### config.mk
export PLATFORM = sky130hd
export DESIGN_NAME = pbg_div
export DESIGN_NICKNAME = d
export VERILOG_FILES = /design/src/sv/pbg_div.sv
export SDC_FILE = /design/constraint.sdc
export NUM_CORES = 2
export LEC_CHECK = 0
export CAP_MARGIN = 20
export CORE_MARGIN = 5
export CORE_UTILIZATION = 60
export CTS_CLUSTER_DIAMETER = 30
export DETAILED_ROUTE_END_ITERATION = 12
export DONT_BUFFER_PORTS = 1
export GPL_TIMING_DRIVEN = 0
export PLACE_DENSITY = 0.83
export RECOVER_POWER = 100
export SYNTH_ARGS = -nofsm -noshare
export SYNTH_HDL_FRONTEND = slang
export SYNTH_SLANG_ARGS = --single-unit
### constraint.sdc
create_clock -name clk_i -period 31 [get_ports clk_i]
set_input_delay 6.2 -clock clk_i [delete_from_list [all_inputs] [get_ports clk_i]]
set_output_delay 6.2 -clock clk_i [all_outputs]
set_load 0.02 [all_outputs]
### src/sv/pbg_div.sv
// pipelined restoring divider, K quotient bits per stage
module pbg_div #(
  parameter int unsigned N = 59,
  parameter int unsigned D = 13,
  parameter int unsigned K = 8
) (
  input  logic         clk_i,
  input  logic         en_i,
  input  logic [N-1:0] num_i,
  input  logic [D-1:0] den_i,
  output logic [N-1:0] quo_o
);

  localparam int unsigned NS = (N + K - 1) / K;
  localparam int unsigned NP = NS * K;

  logic [NP-1:0] q_q   [NS];
  logic [D-1:0]  r_q   [NS];
  logic [D-1:0]  den_q [NS];

  for (genvar g = 0; g < NS; g++) begin : g_stage
    logic [NP-1:0] q_in, q_d;
    logic [D-1:0]  r_in, r_d, den_in;

    if (g == 0) begin : g_first
      assign q_in   = NP'(num_i);
      assign r_in   = '0;
      assign den_in = den_i;
    end else begin : g_next
      assign q_in   = q_q[g-1];
      assign r_in   = r_q[g-1];
      assign den_in = den_q[g-1];
    end

    always_comb begin
      logic [D:0] w;
      logic       ge;
      q_d = q_in;
      r_d = r_in;
      for (int j = 0; j < K; j++) begin
        w  = {r_d, q_d[NP-1]};
        ge = (w >= {1'b0, den_in});
        r_d = ge ? D'(w - {1'b0, den_in}) : w[D-1:0];
        q_d = {q_d[NP-2:0], ge};
      end
    end

    always_ff @(posedge clk_i) begin
      if (en_i) begin
        q_q[g]   <= q_d;
        r_q[g]   <= r_d;
        den_q[g] <= den_in;
      end
    end
  end

  assign quo_o = q_q[NS-1][N-1:0];

endmodule

# Word level (Yosys, flattened, before mapping)
# Memories as Yosys holds them, arrays and structs flattened.
# Cells that the tools add are included.
[totals]
inputBits = 74
elab_cells = 197
n_memories = 3
out_inout_bits = 59
ramBits = 720
ff_bits = 0
[memory_table]
columns = ["memory", "words", "width", "read_ports", "rd_ports_with_merged_regs", "write_ports", "line_no", "text"]
rows = [
  ["q_q", 8, 64, 8, 0, 8, "17", "logic [NP-1:0] q_q [NS];"],
  ["den_q", 8, 13, 7, 0, 8, "19", "logic [D-1:0] den_q [NS];"],
  ["r_q", 8, 13, 7, 0, 8, "18", "logic [D-1:0] r_q [NS];"],
]
[op_classes]
mux = 66
addsub = 64
order_cmp = 64
[ops]
columns = ["operator", "n"]
rows = [
  [">= comparator 14 x 13 -> 1 bit", 63],
  ["2-to-1 mux 13 bit", 64],
  ["subtractor 13 bit", 63],
  [">= comparator 1 x 13 -> 1 bit (first input constant)", 1],
  ["subtractor 1 x 13 -> 13 bit (first input constant)", 1],
  ["2-to-1 mux 1 bit", 2],
]

# Depth between registers and ports, before layout
# An unclocked memory read counts as a cell.
[depth]
depth_word = 17
ltp_mapped = 105
depth_no_buf = 97

# Worst setup path before layout
# OpenSTA, ideal clock, no wires.
[synth_path]
kind = "input to register"
from = "input port den_i[0]"
to = "memory r_q[0][9] (data pin)"
required_ns = 30.739
n_path_buf = 9
setup_slack_ns = 5.946
t_arrival_ns = 24.793
setup_ns = 0.261
path_stages = 89
path_cell_list = "clkbuf_1 > clkinv_1 > ha_1 > o2111a_1 > o21ai_1 > inv_1 > ha_1 > o21ai_0 > a21boi_0 > a21oi_1 > a211o_1 > and3_1 > clkbuf_1 > or3_1 > o21ai_0 > ha_1 > o21a_1 > o21ai_0 > [... 53 more ...] > buf_1 > nor2_1 > a21oi_1 > fa_1 > a21o_1 > a21o_1 > a221oi_1 > o21bai_1 > a21oi_1 > nor2b_1 > o21ai_0 > o211ai_1 > a21oi_1 > nand2_1 > a211oi_1 > a21oi_1 > clkbuf_1 > a221o_1"
[synth_rtl]
columns = ["element", "line_no", "text"]
rows = [
  ["from (decl)", "10", "input logic [D-1:0] den_i,"],
  ["to (decl)", "18", ""],
]

==> key figures <==
Logic synthesis
  – Post-Syn Area: approximately 0.067 mm2
  – Post-synth top flop: edfxtp_1
  – Top cells by area, synth: edfxtp_1 29%, ha_1 15%, mux2_2 4.6%
  – Syn. warnings: 0
  – Post-Syn Nets: 8334
  – Cells after Synth: roughly 7.4k
  – Most common cell in the netlist: ha_1
  – Register area share after synthesis: approximately 30%
  – Post-synth top cells: 816 x ha_1, 654 x edfxtp_1, 572 x inv_1, 564 x nand2_1, 554 x nor2_1
  – Largest area contributor in the netlist: edfxtp_1
  – Synth top area share: approximately 29%
  – #FFs+latches synth: roughly 650
  – Post-synth EDFFs: 654
  – Mean Syn Cell Area: around 9 um2
  – Ys async rst share: 0%
  – Yosys cell types: between 100 and 150

Floorplanning
  – Core area: 0.111 mm2
  – Die area: approximately 0.12 mm2
  – Initial Utilization: between 60 and 70%
  – IO Count: about 130
  – Die W: 344 um
  – Site Rows: about 120
  – Die Y: between 300 and 400 um

Clock tree
  – Hold-fix buffers at CTS: 0
  – CTS Buf Count: between 100 and 150
  – Worst-Skew Late Latency: about 0.75 ns
  – CTS tree: built
  – Clock root buffer: clkbuf_16
  – Clock sink count: 654
  – Max Buffers Root-to-Sink: 3
  – CTS clk-pin slew, worst paths: 0.05 ns
  – Htree depth: 4

STA
  – Post-layout min period: 29.33 ns
  – RSZ-0062 raised after global routing: false
  – Setup_tns: 0 ns
  – Slew headroom: -667%
  – WHS: between 0.3 and 0.4 ns
  – Crit share post-route: a little over nine tenths
  – Final setup fails: 0
  – Clock skew: around 0.035 ns
  – Slew @ Worst Pin: ~12 ns
  – Slew Limit Fails: around 670
  – FMAX: about 34 MHz
  – Final hold viol count: 0

Placement
  – Placer's final routability congestion estimate: 0.975
  – Port Buffer Count: 0
  – Dpl hpwl: roughly 130000 um
  – Post-Place Cells: between 8k and 9k

Min path
  – Hold_sp: q_q[1][51]
  – Hold path endpoint: q_q[1][123]
  – Min-Delay Path Depth: 0
  – Hold/Removal Path Class: flop to flop

Route
  – Drt first pass iters: 9
  – Vias: ~58k
  – Via-to-Cell Ratio: between 6 and 7
  – Initial DRC Count: 5101
  – WL final: about 180000 um
  – WL per Instance: roughly 19 um
  – ANT nets after route: 0
  – # DRC: 0

Global routing
  – Grt total ovfl: 0
  – Antenna violations before repair: 6
  – Global-route wire length before repair: 279000 um
  – Largest net degree at the start of global routing: around 660
  – Vias in the first global route: 55.3k
  – Tot GR Track Use: 28.8%

Critical path
  – CP max FO: 10
  – Startpoint type of the worst setup path: input pin
  – Reg-to-reg startpoint: den_q[3][1]
  – Arr. time, crit path: just under 30 ns
  – Crit-path slowest cell: o31ai_1
  – Crit path buf inv count: 12
  – WP data required: 31.50 ns
  – Worst Path Class, Setup: input pin to flop
  – Reg2reg end: r_q[4][7]
  – R2R depth: 100
  – CP Capture Type: flop
  – Top delay family on crit path: compound AO/OA/AOI/OAI gates
  – R2R setup slack: ~2.0 ns
  – Worst path max stage delay: between 0.5 and 0.6 ns

Layout
  – Area grow syn2layout: 9.88%
  – Nets: between 8k and 9k
  – Layout cells sized above 1: between 7 and 8%
  – Fillcell total: around 9k
  – Final std cells w/o fill: slightly above 9k

Status
  – Failing checks: capacitance limit, slew limit
  – Status: finished, violations left

Flow run
  – Max-cap violations: 5
layout make-up:
type	count	area (um2)	area share [%]
antenna	2	5.00	0.00681
buffer	122	479	0.652
clock buffer	155	3620	4.93
clock inverter	101	1240	1.68
inverter	588	2210	3.00
multi-input combinational	6022	44400	60.4
sequential	654	19600	26.7
tap	1488	1860	2.53
timing repair buffer	4	16.3	0.0221
worst max-delay path by stage:
stage               startpoint        end  slack, ns  cells past startpoint
floorplan             den_i[0]  r_q[0][9]       5.95                     89
global placement      den_i[0]  r_q[0][4]       0.92                     90
detailed placement    den_i[0]  r_q[0][4]       0.68                     90
CTS                   den_i[0]  r_q[0][4]       1.36                     90
global route          den_i[0]  r_q[0][4]        0.1                     90
finish                den_i[0]  r_q[0][2]       1.67                     90
sequential cells by signal, indices dropped and copies added (netlist names):
name / count
q_q: 472
den_q: 91
r_q: 91
cell families after synthesis:
kind of cell,after synthesis,synth area share [%]
buffers and inverters,710,4.06
flip-flops,654,29.4
adder cells (fa/ha/maj),874,17.0
AND/OR/NAND/NOR,2138,15.6
AO/OA/AOI/OAI,2113,20.9
multiplexers,402,6.56
XOR/XNOR,495,6.48
layout by cell type (no fill, tap or decap), drive strengths merged, types with 58 or more instances in the layout:
cell type | netlist | final
ha | 816 | 816
nand4 | 132 | 132
edfxtp | 654 | 654
a21boi | 103 | 103
o21ai | 490 | 490
o21a | 109 | 109
a21o | 222 | 222
mux2 | 276 | 276
nor2 | 557 | 557
nand2 | 564 | 564
xnor2 | 346 | 346
mux2i | 126 | 126
nor3 | 154 | 154
xor2 | 149 | 149
a211oi | 66 | 66
a21oi | 511 | 511
o211ai | 60 | 60
inv | 583 | 603
nand2b | 96 | 96
and3 | 59 | 59
clkbuf | 73 | 270
nand3 | 141 | 141
fa | 58 | 58
nor2b | 165 | 165
layer usage:
layer	global-route usage, %	vias up	routed length [um]
met5	0	-	20
met2	47.9	2118	81200
met1	37.6	27400	76000
met3	4.67	476	11800
met4	11.8	2	7070
li1	-	28000	-
through the flow:
stage               worst slack (ns)  cell area, um2  utilization (%)
floorplan                       5.95           66900                -
global placement               0.925           68700             62.1
detailed placement             0.678           68700             62.1
CTS                             1.36           73600             66.5
global route                  0.0953           73500             66.4
finish                          1.67           73500             66.4
repair_timing:
item | 4_1_cts | 5_1_grt
setup endpoints to repair | 0 | 14
resized for setup | 0 | 6
buffers inserted | 0 | 0
Power is not shown: default switching activity piles up to over one toggle a cycle in this logic, so the estimate is an artifact.
