==> config.mk <==
export PLATFORM = sky130hd
export DESIGN_NAME = pbg_sqrt
export DESIGN_NICKNAME = d
export VERILOG_FILES = /design/src/sv/pbg_sqrt.sv
export SDC_FILE = /design/constraint.sdc
export NUM_CORES = 2
export LEC_CHECK = 0
export BUFFER_PORTS_ARGS = -buffer_cell sky130_fd_sc_hd__buf_2
export CORE_ASPECT_RATIO = 1.25
export CORE_MARGIN = 3
export CORE_UTILIZATION = 45
export DETAILED_ROUTE_END_ITERATION = 10
export PLACE_DENSITY_LB_ADDON = 0.2
export SYNTH_ARGS = -nofsm -noshare
export SYNTH_HDL_FRONTEND = slang
export SYNTH_SLANG_ARGS = --single-unit
==> constraint.sdc <==
create_clock -name clk_i -period 11.3 [get_ports clk_i]
set_clock_uncertainty 0.1 [all_clocks]
set_input_delay 0.565 -clock clk_i [delete_from_list [all_inputs] [get_ports clk_i]]
set_output_delay 0.565 -clock clk_i [all_outputs]
set_load 0.01 [all_outputs]
==> src/sv/pbg_sqrt.sv <==
// pipelined digit-by-digit square root, rounded to nearest
module pbg_sqrt #(
  parameter int unsigned W = 58,
  parameter int unsigned K = 4
) (
  input  logic         clk_i,
  input  logic         en_i,
  input  logic [W-1:0] rad_i,
  output logic [W/2:0] root_o
);

  localparam int unsigned IT = W / 2;
  localparam int unsigned NS = (IT + K - 1) / K;
  localparam int unsigned XW = 2 * NS * K;

  logic [XW-1:0] x_q [NS];
  logic [IT-1:0] q_q [NS];
  logic [IT+1:0] r_q [NS];
  logic [IT:0]   root_q;

  for (genvar g = 0; g < NS; g++) begin : g_stage
    logic [XW-1:0] x_in, x_d;
    logic [IT-1:0] q_in, q_d;
    logic [IT+1:0] r_in, r_d;

    if (g == 0) begin : g_first
      assign x_in = XW'(rad_i);
      assign q_in = '0;
      assign r_in = '0;
    end else begin : g_next
      assign x_in = x_q[g-1];
      assign q_in = q_q[g-1];
      assign r_in = r_q[g-1];
    end

    always_comb begin
      logic [IT+3:0] w;
      logic [IT+3:0] trial;
      x_d = x_in;
      q_d = q_in;
      r_d = r_in;
      for (int j = 0; j < K; j++) begin
        w     = {r_d, x_d[XW-1 -: 2]};
        trial = {2'b00, q_d, 2'b01};
        if (w >= trial) begin
          r_d = (IT+2)'(w - trial);
          q_d = {q_d[IT-2:0], 1'b1};
        end else begin
          r_d = w[IT+1:0];
          q_d = {q_d[IT-2:0], 1'b0};
        end
        x_d = {x_d[XW-3:0], 2'b00};
      end
    end

    always_ff @(posedge clk_i) begin
      if (en_i) begin
        x_q[g] <= x_d;
        q_q[g] <= q_d;
        r_q[g] <= r_d;
      end
    end
  end

  // round up when the remainder exceeds the floor root
  always_ff @(posedge clk_i) begin
    if (en_i) begin
      if (r_q[NS-1] > (IT+2)'(q_q[NS-1])) begin
        root_q <= (IT+1)'(q_q[NS-1]) + (IT+1)'(1);
      end else begin
        root_q <= (IT+1)'(q_q[NS-1]);
      end
    end
  end

  assign root_o = root_q;

endmodule

Yosys cells after proc, flatten, opt, wreduce, memory -nomap -nowiden

Memories as Yosys holds them, arrays and structs flattened.
Cells that the tools add are included.
Widths: inputs -> output; s select.

Bits in registers: 30
Bits in writable memories: 928
Output and inout bits: 30
Word-level logic and storage cells: 126
Memories kept: 3

Add/sub/neg operators: 30
Order comparisons: 30
Mux-type cells: 61

Memory list:

| name | depth | width | rd ports | clocked after memory_dff | wr ports | line | RTL |
|---|---|---|---|---|---|---|---|
| x_q  | 8     | 56    | 7        | 0                        | 8        | 16   | `logic [XW-1:0] x_q [NS];` |
| r_q  | 8     | 31    | 8        | 0                        | 8        | 18   | `logic [IT+1:0] r_q [NS];` |
| q_q  | 8     | 29    | 8        | 0                        | 8        | 17   | `logic [IT-1:0] q_q [NS];` |

Operators by type and width:

| cell                  | count |
|---|---|
| $ge 33x31->1          | 28 |
| $mux 31               | 29 |
| $sub 31x31->31        | 28 |
| $gt 31x29->1          | 1 |
| $mux 1                | 31 |
| $add 29x1->30 const B | 1 |
| $mux 29               | 1 |
| $sub 2x1->3 const B   | 1 |
| $ge 2x1->1 const B    | 1 |

Depth between registers and ports, before layout

An unclocked memory read counts as a cell.

Word-level depth: 9
Depth in mapped cells: 68

Least setup slack after synthesis

OpenSTA, ideal clock, no wires.

Path type: register to register
From: memory q_q[1][35] in the netlist's numbering
To: memory r_q[1][89] in the netlist's numbering (data pin)
Setup time: 0.266 ns
Arrival time: 11.483 ns
Data required time: 10.934 ns
Slack: -0.549 ns
Stages on the path, launching flop included: 58
Buffers on the path: 9
Clock period less this slack: 11.849 ns
Cell sequence: edfxtp_1 > inv_1 > ha_1 > and2_1 > and4_1 > o21ai_0 > a2111oi_1 > o21ai_0 > nand2_1 > buf_1 > nor2_1 > a21oi_1 > ha_1 > clkbuf_1 > a21oi_1 > o21ai_0 > a31oi_1 > o21ai_0 > [... 22 more ...] > o21ai_0 > or3_1 > buf_2 > buf_1 > nor2_1 > a21oi_1 > ha_1 > a21o_1 > a21o_1 > a221o_1 > a22oi_1 > o31ai_1 > a221oi_1 > nor2_1 > nor4_1 > buf_2 > buf_1 > nor2_1

RTL lines:

| what            | line |
|---|---|
| start, declared | 17 |
| end, declared   | 18 |

==> reports/metrics.yaml <==
power.share.sequential: 0.139
drv_cap: 0
num-fill-cells: 12436
relSlewSlack: 0.254
wl_mm: 210
path_max_fanout: 10
worstPathArrival_ns: 11.11
seq_area_frac_synth: 0.295
drt-vias-per-instance: 6.01
ys_warn_count: 0
slowest_stage: "a2111oi_2"
portBuffers: 89
numCtsBuffers: 72
path_clk_slew_ns: 0.06
grt_start_max_net_pins: 132
fmax_mhz: 92.7
pwr-share-comb: 0.766
cts_sinks: 594
rows: 149
antenna_found_initial: 2
end_kind: "flip-flop"
grt_first_pass_wirelength_mm: 321
critPathMaxStageDelay_ns: 0.48
cts_max_level: 3
ys_async_sr_fraction: 0
drive_above_1_share: 0.175
drt-initial-drc-count: 4739
clockBufferDepth: 3
power_frac_clock: 0.095
mostFrequentLayoutCells: "buf_4 (817), nand2_1 (642), nor2_1 (613)"
period_needed_ns: 10.79
syn_to_final_growth_pct: 20.1
cellPowerDensity_nw_per_um2: 374
die_height_um: 416
grt_overflow: 0
cts-root-buf: "clkbuf_16"
instances_no_fill: 9830
synth_nets: 7779
detail-route-antenna-nets: 0
setup-tns-final_ns: 0
min_period_over_period: 0.955
ir_worst_vdd_v: 0.000454
start_util: 0.456
cts_tree: "built"
seq_area_um2: 17800
grt_pass1_vias: 56871
num_io_pins: 90
syn_area_um2: 60500
drt-wirelength-per-cell_um: 21.4
drt_first_pass_iters: 6
ys_types: 120
syn-instance-count: 7219
leakagePower_nw: 30.7
status: "finished, final reports clean"
globalplace.congestion: 0.999
crit_path_start_kind: "flip-flop"
cp_common_cell: "a21o_1"
nets: 8597
finalSetupViolCount: 0
maxSlewViolCount: 0
dieArea_um2: 139000
required_ns: 11.62
multi_input_area_um2: 41100
clock_latency_ns: 0.70
hold_path_class: "in -> reg"
die_w_um: 334
insertedDiodeCount: 0
cell_internal_pwr_mw: 14.2
synth-edff-count: 594
core_area_um2: 133000
syn_avg_cell_area_um2: 8.38
ys_dominant_reg_cell: "edfxtp_1"
power_switching_mw: 12.9
final_common_cell: "buf_4"
dp_hpwl_mm: 171
grt_usage: 0.292
hold_viol_final: 0
drc_errors: 0
swShare: 0.476
path_class: "reg -> reg"
ys_seq_elements: 594
placed_cells: 9606
vias: 59098
tightest_slew_ns: 1.12
[power by group through the flow]
stage / combinational, mW / sequential (mW) / clock, mW
6_report: 20.8 / 3.77 / 2.58
5_1_grt: 22.6 / 3.81 / 2.73
4_1_cts: 20.2 / 3.76 / 2.65
3_5_place_dp: 20.1 / 3.80 / 0
3_3_place_gp: 20.0 / 3.79 / 0
2_1_floorplan: 12.6 / 3.63 / 0
[what timing repair did]
item	CTS	global route
resized for setup	7	208
endpoints found under the hold margin	56	0
hold buffers	56	0
setup endpoints to repair	28	181
pin swaps	0	27
buffers inserted	0	32
cloned	0	4
[cell type report]
class	count	share of cell area
Tap cell	1736	0.0299
Timing Repair Buffer	987	0.104
Inverter	364	0.0190
Clock buffer	77	0.0253
Clock inverter	54	0.0107
Sequential cell	594	0.245
Multi-Input combinational cell	6018	0.566
[state kept, by name, summed over array words and instances (netlist names)]
| name | count |
|---|---|
| x_q | 224 |
| root_o | 30 |
| r_q | 220 |
| q_q | 120 |
[Yosys cell counts, types with 51 or more instances]
master,count,share of area
and3_1,82,0.0085
a31oi_1,78,0.0081
o21a_1,80,0.0099
nor2_1,622,0.039
a21oi_1,641,0.053
mux2_2,68,0.013
o21bai_1,77,0.0096
edfxtp_1,594,0.29
nor2b_1,79,0.0082
a21o_1,287,0.036
ha_1,500,0.10
and2_1,60,0.0062
inv_1,352,0.022
xnor2_1,428,0.062
nand2b_1,88,0.0091
o31ai_1,58,0.0072
nor3_1,172,0.014
o21ai_0,440,0.036
or3_1,70,0.0072
clkbuf_1,199,0.012
xor2_1,224,0.032
nand3_1,211,0.017
or2_2,51,0.0053
nor4_1,90,0.0093
a211oi_1,60,0.0074
nand4_1,154,0.016
nand2_1,645,0.040
[layer usage]
metal	up-vias	global-route usage	wire length (µm)
li1	28683	-	-
met1	28092	0.358	87000
met2	1864	0.513	103000
met3	455	0.0282	9750
met4	4	0.139	10900
met5	-	0	27
[cells by family after synthesis]
group	Yosys count	synth area share
AO/OA/AOI/OAI	2190	0.235
XOR/XNOR	653	0.0946
adder cells (fa/ha/maj)	500	0.103
buffers and inverters	607	0.0381
flip-flops	594	0.295
multiplexers	101	0.0182
other	1	0.0000620
AND/OR/NAND/NOR	2573	0.216
[through the flow]
stage / setup WS [ns] / power (mW) / hold WS (ns) / utilization / cell area (µm²)
finish: 0.510 / 27.2 / 0.0768 / 0.548 / 72700
global route: -0.0311 / 29.2 / 0.0711 / 0.548 / 72700
CTS: 0.0178 / 26.7 / 0.0122 / 0.540 / 71700
detailed placement: -0.177 / 23.9 / 0.305 / 0.516 / 68500
global placement: -0.0184 / 23.8 / 0.301 / 0.516 / 68500
floorplan: 0.0200 / 16.2 / 0.300 / - / 60600
[critical path, delay by kind of cell (launching register included)]
kind	cells	cell delay, ns
AO/OA/AOI/OAI	21	3.99
adder cells (fa/ha/maj)	4	1.18
buffers and inverters	4	0.75
flip-flops	1	0.44
multiplexers	3	0.83
AND/OR/NAND/NOR	15	3.26
[worst paths after layout]
path / start / endpoint / slack (ns) / depth (start not counted)
worst min register to register: x_q[4][43] / x_q[5][51] / 0.30 / 0
worst max-delay path: r_q[1][36] / r_q[1][65] / 0.51 / 47
worst min-delay path: rad_i[57] / q_q[0][0] / 0.08 / 2
worst max register to register: r_q[1][36] / r_q[1][65] / 0.51 / 47
(Power assumes the default switching activity.)
